### src/design/lcd4_pkg.sv
// Shared types, codes and constants for the 4-bit character LCD write sequencer.
package lcd4_pkg;

  // Configuration register widths and the config data bus width
  localparam int ENH_W = 12;
  localparam int CFG_W = 20;
  localparam int CFG_IDX_W = 2;

  // Defaults for the top-level parameter
  localparam int TIMER_BITS_DEF = 20;

  // Cursor address arithmetic
  localparam logic [7:0] CURSOR_BASE = 8'h80;
  localparam logic [7:0] ROW_OFFSET = 8'h40;

  // Fixed command bytes
  localparam logic [7:0] CMD_CLEAR = 8'h01;
  localparam logic [2:0] INIT_LAST_STEP = 3'd4;

  // Configuration reset values
  localparam logic [ENH_W-1:0] ENH_RESET = 12'd50;
  localparam logic [CFG_W-1:0] SETTLE_RESET = 20'd100000;
  localparam logic [CFG_W-1:0] EXTRA_RESET = 20'd100000;

  // Configuration register indexes
  localparam logic [CFG_IDX_W-1:0] REG_ENABLE_HIGH = 2'd0;
  localparam logic [CFG_IDX_W-1:0] REG_SETTLE = 2'd1;
  localparam logic [CFG_IDX_W-1:0] REG_CLEAR_EXTRA = 2'd2;

  // Request codes
  localparam logic [2:0] ACT_TICK = 3'd0;
  localparam logic [2:0] ACT_CMD = 3'd1;
  localparam logic [2:0] ACT_DATA = 3'd2;
  localparam logic [2:0] ACT_CURSOR = 3'd3;
  localparam logic [2:0] ACT_CLEAR = 3'd4;
  localparam logic [2:0] ACT_INIT = 3'd5;

  // Bus sequencing phases
  typedef enum logic [5:0] {
    PH_IDLE    = 6'b000001,
    PH_UP_HIGH = 6'b000010,
    PH_UP_LOW  = 6'b000100,
    PH_LO_HIGH = 6'b001000,
    PH_SETTLE  = 6'b010000,
    PH_EXTRA   = 6'b100000
  } phase_t;

  // One input transaction
  typedef struct packed {
    logic [2:0] action;
    logic [7:0] byte_value;
    logic       row;
    logic [3:0] column;
  } item_t;

  // One result transaction
  typedef struct packed {
    logic       rs_line;
    logic       enable_line;
    logic [3:0] data_nibble;
    logic       busy_res;
    logic       accepted;
  } res_t;

  // Timing configuration handed to the sequencer
  typedef struct packed {
    logic [ENH_W-1:0] enable_high_ticks;
    logic [CFG_W-1:0] settle_ticks;
    logic [CFG_W-1:0] clear_extra_ticks;
  } cfg_t;

  // Power-up init command sequence, step 0 first
  function automatic logic [7:0] init_byte(input logic [2:0] idx);
    logic [7:0] b;
    case (idx)
      3'd0: b = 8'h33;
      3'd1: b = 8'h32;
      3'd2: b = 8'h28;
      3'd3: b = 8'h0C;
      3'd4: b = 8'h01;
      default: b = 8'h00;
    endcase
    return b;
  endfunction

endpackage

### src/design/lcd4_in_reg.sv
// Input register stage: holds one transaction until the sequencer takes it.
module lcd4_in_reg (
  input  logic           clk,
  input  logic           rst,
  input  logic           in_valid,
  output logic           in_stall,
  input  lcd4_pkg::item_t item_in,
  input  logic           take,
  output logic           q_valid,
  output lcd4_pkg::item_t q_item
);
  import lcd4_pkg::*;

  // Full and not draining this cycle: hold off the sender
  assign in_stall = q_valid && !take;

  // Occupancy
  always_ff @(posedge clk) begin
    if (rst) begin
      q_valid <= 1'b0;
    end else if (!in_stall) begin
      q_valid <= in_valid;
    end
  end

  // Payload, no reset
  always_ff @(posedge clk) begin
    if (!in_stall && in_valid) begin
      q_item <= item_in;
    end
  end

endmodule

### src/design/lcd4_seq.sv
// Write sequencer state: phase, held byte, timer and init step, one update per tick.
module lcd4_seq #(
  parameter int TIMER_BITS = lcd4_pkg::TIMER_BITS_DEF
) (
  input  logic            clk,
  input  logic            rst,
  input  logic            step,
  input  lcd4_pkg::item_t item,
  input  lcd4_pkg::cfg_t  cfg,
  output lcd4_pkg::res_t  res_next
);
  import lcd4_pkg::*;

  localparam longint unsigned TimerMax = (64'd1 << TIMER_BITS) - 64'd1;

  // Ticks to a down-count: zero counts as one, saturate at the timer's top
  function automatic logic [TIMER_BITS-1:0] load_count(input logic [CFG_W-1:0] ticks);
    logic [CFG_W-1:0] d;
    logic             sat;
    d = (ticks == '0) ? '0 : ticks - CFG_W'(1);
    sat = (64'(d) > TimerMax);
    return sat ? TIMER_BITS'(TimerMax) : TIMER_BITS'(d);
  endfunction

  phase_t                phase, phase_next;
  logic [7:0]            held_byte, held_byte_next;
  logic                  held_rs, held_rs_next;
  logic [TIMER_BITS-1:0] wait_timer, wait_timer_next;
  logic [2:0]            init_step, init_step_next;
  logic                  extra_pend, extra_pend_next;
  logic                  enable_reg, enable_reg_next;
  logic [3:0]            nibble_reg, nibble_reg_next;

  logic                  acc;
  logic                  do_start;
  logic                  do_end;
  logic [7:0]            sb;
  logic                  srs;
  logic                  sx;

  // Next-state logic for one tick
  always_comb begin
    phase_next = phase;
    held_byte_next = held_byte;
    held_rs_next = held_rs;
    wait_timer_next = wait_timer;
    init_step_next = init_step;
    extra_pend_next = extra_pend;
    enable_reg_next = enable_reg;
    nibble_reg_next = nibble_reg;
    acc = 1'b0;
    do_start = 1'b0;
    do_end = 1'b0;
    sb = '0;
    srs = 1'b0;
    sx = 1'b0;

    if (phase == PH_IDLE) begin
      // Request decode, only while idle
      acc = 1'b1;
      case (item.action)
        ACT_CMD: begin
          do_start = 1'b1;
          sb = item.byte_value;
        end
        ACT_DATA: begin
          do_start = 1'b1;
          sb = item.byte_value;
          srs = 1'b1;
        end
        ACT_CURSOR: begin
          do_start = 1'b1;
          sb = CURSOR_BASE + (item.row ? ROW_OFFSET : 8'h00) + {4'h0, item.column};
        end
        ACT_CLEAR: begin
          do_start = 1'b1;
          sb = CMD_CLEAR;
          sx = 1'b1;
        end
        ACT_INIT: begin
          do_start = 1'b1;
          sb = init_byte(3'd0);
          init_step_next = 3'd1;
        end
        default: acc = 1'b0;
      endcase
    end else if (wait_timer != '0) begin
      wait_timer_next = wait_timer - TIMER_BITS'(1);
    end else begin
      // Timer expired: move to the next phase
      case (phase)
        PH_UP_HIGH: begin
          enable_reg_next = 1'b0;
          phase_next = PH_UP_LOW;
          wait_timer_next = '0;
        end
        PH_UP_LOW: begin
          nibble_reg_next = held_byte[3:0];
          enable_reg_next = 1'b1;
          phase_next = PH_LO_HIGH;
          wait_timer_next = load_count(CFG_W'(cfg.enable_high_ticks));
        end
        PH_LO_HIGH: begin
          enable_reg_next = 1'b0;
          phase_next = PH_SETTLE;
          wait_timer_next = load_count(cfg.settle_ticks);
        end
        PH_SETTLE: begin
          if (extra_pend && cfg.clear_extra_ticks != '0) begin
            extra_pend_next = 1'b0;
            phase_next = PH_EXTRA;
            wait_timer_next = load_count(cfg.clear_extra_ticks);
          end else begin
            do_end = 1'b1;
          end
        end
        default: do_end = 1'b1;
      endcase
    end

    // Byte done: chain the next init byte or go idle
    if (do_end) begin
      extra_pend_next = 1'b0;
      if (init_step >= 3'd1 && init_step <= INIT_LAST_STEP) begin
        init_step_next = init_step + 3'd1;
        do_start = 1'b1;
        sb = init_byte(init_step);
        sx = (init_step == INIT_LAST_STEP);
      end else begin
        init_step_next = 3'd0;
        phase_next = PH_IDLE;
        wait_timer_next = '0;
      end
    end

    // Byte start: upper nibble out with enable high
    if (do_start) begin
      held_byte_next = sb;
      held_rs_next = srs;
      nibble_reg_next = sb[7:4];
      enable_reg_next = 1'b1;
      phase_next = PH_UP_HIGH;
      wait_timer_next = load_count(CFG_W'(cfg.enable_high_ticks));
      extra_pend_next = sx;
    end
  end

  // Pin levels after this tick's update
  always_comb begin
    res_next.rs_line = held_rs_next;
    res_next.enable_line = enable_reg_next;
    res_next.data_nibble = nibble_reg_next;
    res_next.busy_res = (phase_next != PH_IDLE);
    res_next.accepted = acc;
  end

  // State registers
  always_ff @(posedge clk) begin
    if (rst) begin
      phase <= PH_IDLE;
      held_byte <= '0;
      held_rs <= 1'b0;
      wait_timer <= '0;
      init_step <= '0;
      extra_pend <= 1'b0;
      enable_reg <= 1'b0;
      nibble_reg <= '0;
    end else if (step) begin
      phase <= phase_next;
      held_byte <= held_byte_next;
      held_rs <= held_rs_next;
      wait_timer <= wait_timer_next;
      init_step <= init_step_next;
      extra_pend <= extra_pend_next;
      enable_reg <= enable_reg_next;
      nibble_reg <= nibble_reg_next;
    end
  end

endmodule

### src/design/char_lcd_4bit_write_sequencer_core.sv
// Top level: config registers, input stage, sequencer and result register.
//
//   channel | signals                                    | direction
//   --------+--------------------------------------------+----------
//   input   | in_valid, in_stall, action, byte_value,    | in
//           | row, column                                |
//   result  | out_valid, out_stall, rs_line, enable_line,| out
//           | data_nibble, busy_res, accepted            |
//   config  | cfg_we, cfg_index, cfg_data                | in
//
// Every input transaction is one LCD clock tick and yields one result.
// A transaction is held in the input register and is then applied to the sequencer state
// and written to the result register; one transaction per cycle unless the result stalls.
// Synchronous reset returns the sequencer to idle and empties both stages.
// A stalled result register holds the input stage, which then stalls the sender.
module char_lcd_4bit_write_sequencer_core #(
  parameter int TIMER_BITS = lcd4_pkg::TIMER_BITS_DEF
) (
  input  logic                           clk,
  input  logic                           rst,
  input  logic                           in_valid,
  output logic                           in_stall,
  input  logic [2:0]                     action,
  input  logic [7:0]                     byte_value,
  input  logic                           row,
  input  logic [3:0]                     column,
  output logic                           out_valid,
  input  logic                           out_stall,
  output logic                           rs_line,
  output logic                           enable_line,
  output logic [3:0]                     data_nibble,
  output logic                           busy_res,
  output logic                           accepted,
  input  logic                           cfg_we,
  input  logic [lcd4_pkg::CFG_IDX_W-1:0] cfg_index,
  input  logic [lcd4_pkg::CFG_W-1:0]     cfg_data
);
  import lcd4_pkg::*;

  cfg_t  cfg;
  item_t item_in;
  item_t q_item;
  logic  q_valid;
  logic  take;
  res_t  res_next;
  res_t  res_q;

  // Configuration registers
  always_ff @(posedge clk) begin
    if (rst) begin
      cfg.enable_high_ticks <= ENH_RESET;
      cfg.settle_ticks <= SETTLE_RESET;
      cfg.clear_extra_ticks <= EXTRA_RESET;
    end else if (cfg_we) begin
      case (cfg_index)
        REG_ENABLE_HIGH: cfg.enable_high_ticks <= cfg_data[ENH_W-1:0];
        REG_SETTLE:      cfg.settle_ticks <= cfg_data;
        REG_CLEAR_EXTRA: cfg.clear_extra_ticks <= cfg_data;
        default: ;
      endcase
    end
  end

  assign item_in = '{action: action, byte_value: byte_value, row: row, column: column};

  lcd4_in_reg u_in_reg (
    .clk      (clk),
    .rst      (rst),
    .in_valid (in_valid),
    .in_stall (in_stall),
    .item_in  (item_in),
    .take     (take),
    .q_valid  (q_valid),
    .q_item   (q_item)
  );

  // Process when the result register is empty or draining
  assign take = q_valid && (!out_valid || !out_stall);

  lcd4_seq #(
    .TIMER_BITS (TIMER_BITS)
  ) u_seq (
    .clk      (clk),
    .rst      (rst),
    .step     (take),
    .item     (q_item),
    .cfg      (cfg),
    .res_next (res_next)
  );

  // Result register
  always_ff @(posedge clk) begin
    if (rst) begin
      out_valid <= 1'b0;
    end else if (take) begin
      out_valid <= 1'b1;
    end else if (!out_stall) begin
      out_valid <= 1'b0;
    end
  end

  always_ff @(posedge clk) begin
    if (take) begin
      res_q <= res_next;
    end
  end

  assign rs_line = res_q.rs_line;
  assign enable_line = res_q.enable_line;
  assign data_nibble = res_q.data_nibble;
  assign busy_res = res_q.busy_res;
  assign accepted = res_q.accepted;

  // A taken request always starts a byte
  a_accept_busy: assert property (@(posedge clk) disable iff (rst)
    out_valid && accepted |-> busy_res)
    else $error("request taken but sequencer not busy");

  // Enable is never high while idle
  a_enable_busy: assert property (@(posedge clk) disable iff (rst)
    out_valid && enable_line |-> busy_res)
    else $error("enable high while idle");

  // Input stalls only when its register is occupied
  a_stall_full: assert property (@(posedge clk) disable iff (rst)
    in_stall |-> q_valid)
    else $error("input stalled with empty stage");

  // Reset empties the result register
  a_reset_empty: assert property (@(posedge clk)
    $past(rst) |-> !out_valid)
    else $error("result valid right after reset");

endmodule
### config.mk
export PLATFORM = sky130hd
export DESIGN_NAME = char_lcd_4bit_write_sequencer_core
export DESIGN_NICKNAME = d
export VERILOG_FILES = /design/src/design/lcd4_pkg.sv /design/src/design/lcd4_in_reg.sv /design/src/design/lcd4_seq.sv /design/src/design/char_lcd_4bit_write_sequencer_core.sv
export SDC_FILE = /design/constraint.sdc
export NUM_CORES = 1
export LEC_CHECK = 0
export ABC_CLOCK_PERIOD_IN_PS = 2900
export BUFFER_PORTS_ARGS = -buffer_cell sky130_fd_sc_hd__clkbuf_2
export CAP_MARGIN = 5
export CORE_MARGIN = 4
export CORE_UTILIZATION = 35
export CTS_CLUSTER_DIAMETER = 30
export DETAILED_ROUTE_END_ITERATION = 16
export PLACE_DENSITY_LB_ADDON = 0.1
export SYNTH_ARGS = -nofsm -noshare
export SYNTH_HDL_FRONTEND = slang
export SYNTH_HIERARCHICAL = 1
export SYNTH_SLANG_ARGS = --single-unit
export TNS_END_PERCENT = 1
### constraint.sdc
create_clock -name clk -period 2.9 [get_ports clk]
set_input_delay 0.725 -clock clk [delete_from_list [all_inputs] [get_ports clk]]
set_output_delay 0.725 -clock clk [all_outputs]
set_load 0.01 [all_outputs]
==> results.md <==
* Status: complete, no violations
* Nature of the critical path startpoint: flip-flop
* Worst hold path depth at 2
* Initial antenna violation count at 0
* Worst slew pin tran at 0.860 ns
* Clock sinks at 118
* Hold_sp: u_seq/wait_timer[15]
* Drt wl/cell at 19.2 um
* FF-to-FF Start: u_seq/wait_timer[1]
* Final Hold Viols at 0
* Clock Root Buffer: clkbuf_16
* Hold Crit Class: flip-flop to flip-flop
* Starting Density at 36.0%
* Area leader, netlist: dfxtp_1
* Synthesis-stage register bit count at 118
* Antenna diodes at 0
* Clk_lat worst skew at 0.42 ns
* Maximum fanout along the worst path at 5
* Leak pwr at 3.13 nW
* Largest regs: cfg (52), u_seq/wait_timer (20), u_in_reg/q_item (16)
* Synth top cells by count: 94 x dfxtp_1, 81 x nor2_1, 63 x nand2b_1, 62 x mux2i_1, 40 x nand2_1
* Synthesis-to-finish area growth at 17.3%
* Die width at 150 um
* Most common cell in the netlist: dfxtp_1
* Die Y-Extent at 150 um
* Max_cap viols at 0
* Layout cells sized above 1 at 17.4%
* Post-Syn Nets at 849
* Ys Warns at 6
* HPWL after detailed placement at 16,400 um
* Kind of end point of the critical path: flip-flop
* Vias in the first global route at 6,112
* Power per Cell Area at 636 nW/um^2
* Hold slack at 0.456 ns
* Clock Skew at 0.00910 ns
* Share of the synthesized area in the top cell type at 26.6%
* Total Nets Final at 910
* Final setup fails at 0
* First-pass GRT wire length at 34,500 um
* Finished Layout Cells at 1,134
* Normalized max-slew margin at 42.4%
* Gr ovfl total at 0
* Pre-CTS WS at 0.210 ns
* Via Count at 6,224
* Placed inst area at 7720 um^2
* Setup CP Type: flip-flop to flip-flop
* Die area at 22,600 um^2
* Reg with most FFs: cfg
* Clock buffer depth at 2
* Hold_buf cts at 0
* Max frequency at 376 MHz
* Max Slew Vio Count at 0
* H-tree Lvls at 4
* Post-synth EDFFs at 24
* Ys flop type: dfxtp_1
* Synth Cell Area at 7080 um^2
* Initial DRC Count at 424
* WP data arrival at 2.96 ns
* CTS tree: built
* Synth area leaders: dfxtp_1 27%, edfxtp_1 10%, mux2i_1 8.8%
* Largest net degree at the start of global routing at 104
* Post-route minimum period at 2.66 ns
* Setup TNS at 0 ns
* Inst Count DP at 1,102
* IO Port Bufs at 52
* Final period util at 91.8%
* GPL Wtd Cong at 0.938
* Design area at 8300 um^2
* Routed wire length at 21,800 um
* CP startpoint: u_seq/wait_timer[1]
* GR Util All Layers at 19.9%
* Crit path required time at 3.20 ns
* Sequential share of the synthesized area at 36.8%
* Avg Synthesized Cell Area at 8.91 um^2
* # rows at 51
* Num ports at 53
* Tot Pwr at 5.28 mW
* Detail Route Antenna Nets at 0
* Drt drc at 0
* Synthesized instance count at 795
* Cell variety after synth at 84
* Maximum vdd drop at 0.426 mV
* Cts bufs inserted at 17
* RSZ-0062 raised after global routing: no
* Worst Reg2Reg Path Length in Cells at 9
* TritonRoute pass-1 iters at 5
* Core Region at 19,700 um^2
* Share of flip-flops with an asynchronous set or reset at 0%
* Clock transition at the registers of the reported paths at 0.06 ns
* Setup ws final at 0.239 ns
* FILL cells at 2,003
* Util after Layout at 42.3%
* Max reg flops at 52
* Drt via density at 5.49
report_power, final:
part / leakage, nW / switching [mW] / internal, mW
Clock: 0.283 / 0.829 / 1.27
Sequential: 0.995 / 0.0975 / 1.77
Combinational: 1.85 / 0.789 / 0.518
worst max-delay path, stage by stage (launching register included):
cell and delay, ns:
dfxtp_1 0.35, inv_1 0.08, ha_1 0.21, or4b_4 0.52, nor3_2 0.35, nand2_1 0.16
or3_1 0.37, o21ai_0 0.19, nor2_1 0.06, a221o_1 0.26
cell families after synthesis:
family	count (synthesis)	synth area share [%]
AOI/OAI and AO/OA	164	15.8
xor gates and xnor gates	45	5.57
adders and majority gates	11	1.94
buffers and inverters	57	3.96
DFF	118	36.8
muxes	68	9.72
and+or+nand+nor	332	26.2
worst paths after layout:
check	endpoint	slack (ns)
setup reg to reg	u_seq/wait_timer[18]	0.24
setup / recovery	u_seq/wait_timer[18]	0.24
hold / removal	u_seq/wait_timer[15]	0.46
hold reg to reg	u_seq/wait_timer[15]	0.46
per-layer routing:
layer  GRT usage [%]  wire, um  part of all wire (%)
met5               0         0                     0
met4            7.41       556                   2.6
met3            2.95       830                   3.8
met2            33.3     10600                    49
met1            26.1      9810                    45
placed cells by master (no fill, tap or decap), types with 9 or more instances in the layout:
master / count
o21ai_1: 11
o21ai_0: 26
nor4_1: 14
nor2_1: 81
nand2b_1: 63
clkbuf_16: 17
nor3_1: 33
xor2_1: 24
a21oi_1: 36
ha_1: 11
or3_1: 11
inv_1: 16
xnor2_1: 21
nand2_1: 40
dfxtp_1: 94
edfxtp_1: 24
nand3_1: 19
mux2i_1: 62
o22ai_1: 15
clkbuf_2: 51
nand4_1: 9
buf_4: 28
what timing repair did:
item | in CTS | in global routing
setup buffers | 0 | 0
resized for setup | 0 | 1
setup endpoints to repair | 0 | 1
final cells by class:
type	count	area, um^2	area share [%]
timing repair buffer	82	510	6.15
clock inverter	14	151	1.82
clock buffer	18	429	5.17
tap	265	332	3.99
inverter	17	63.8	0.768
multi-input combinational	620	4220	50.8
sequential	118	2600	31.3
(Power assumes the default switching activity.)
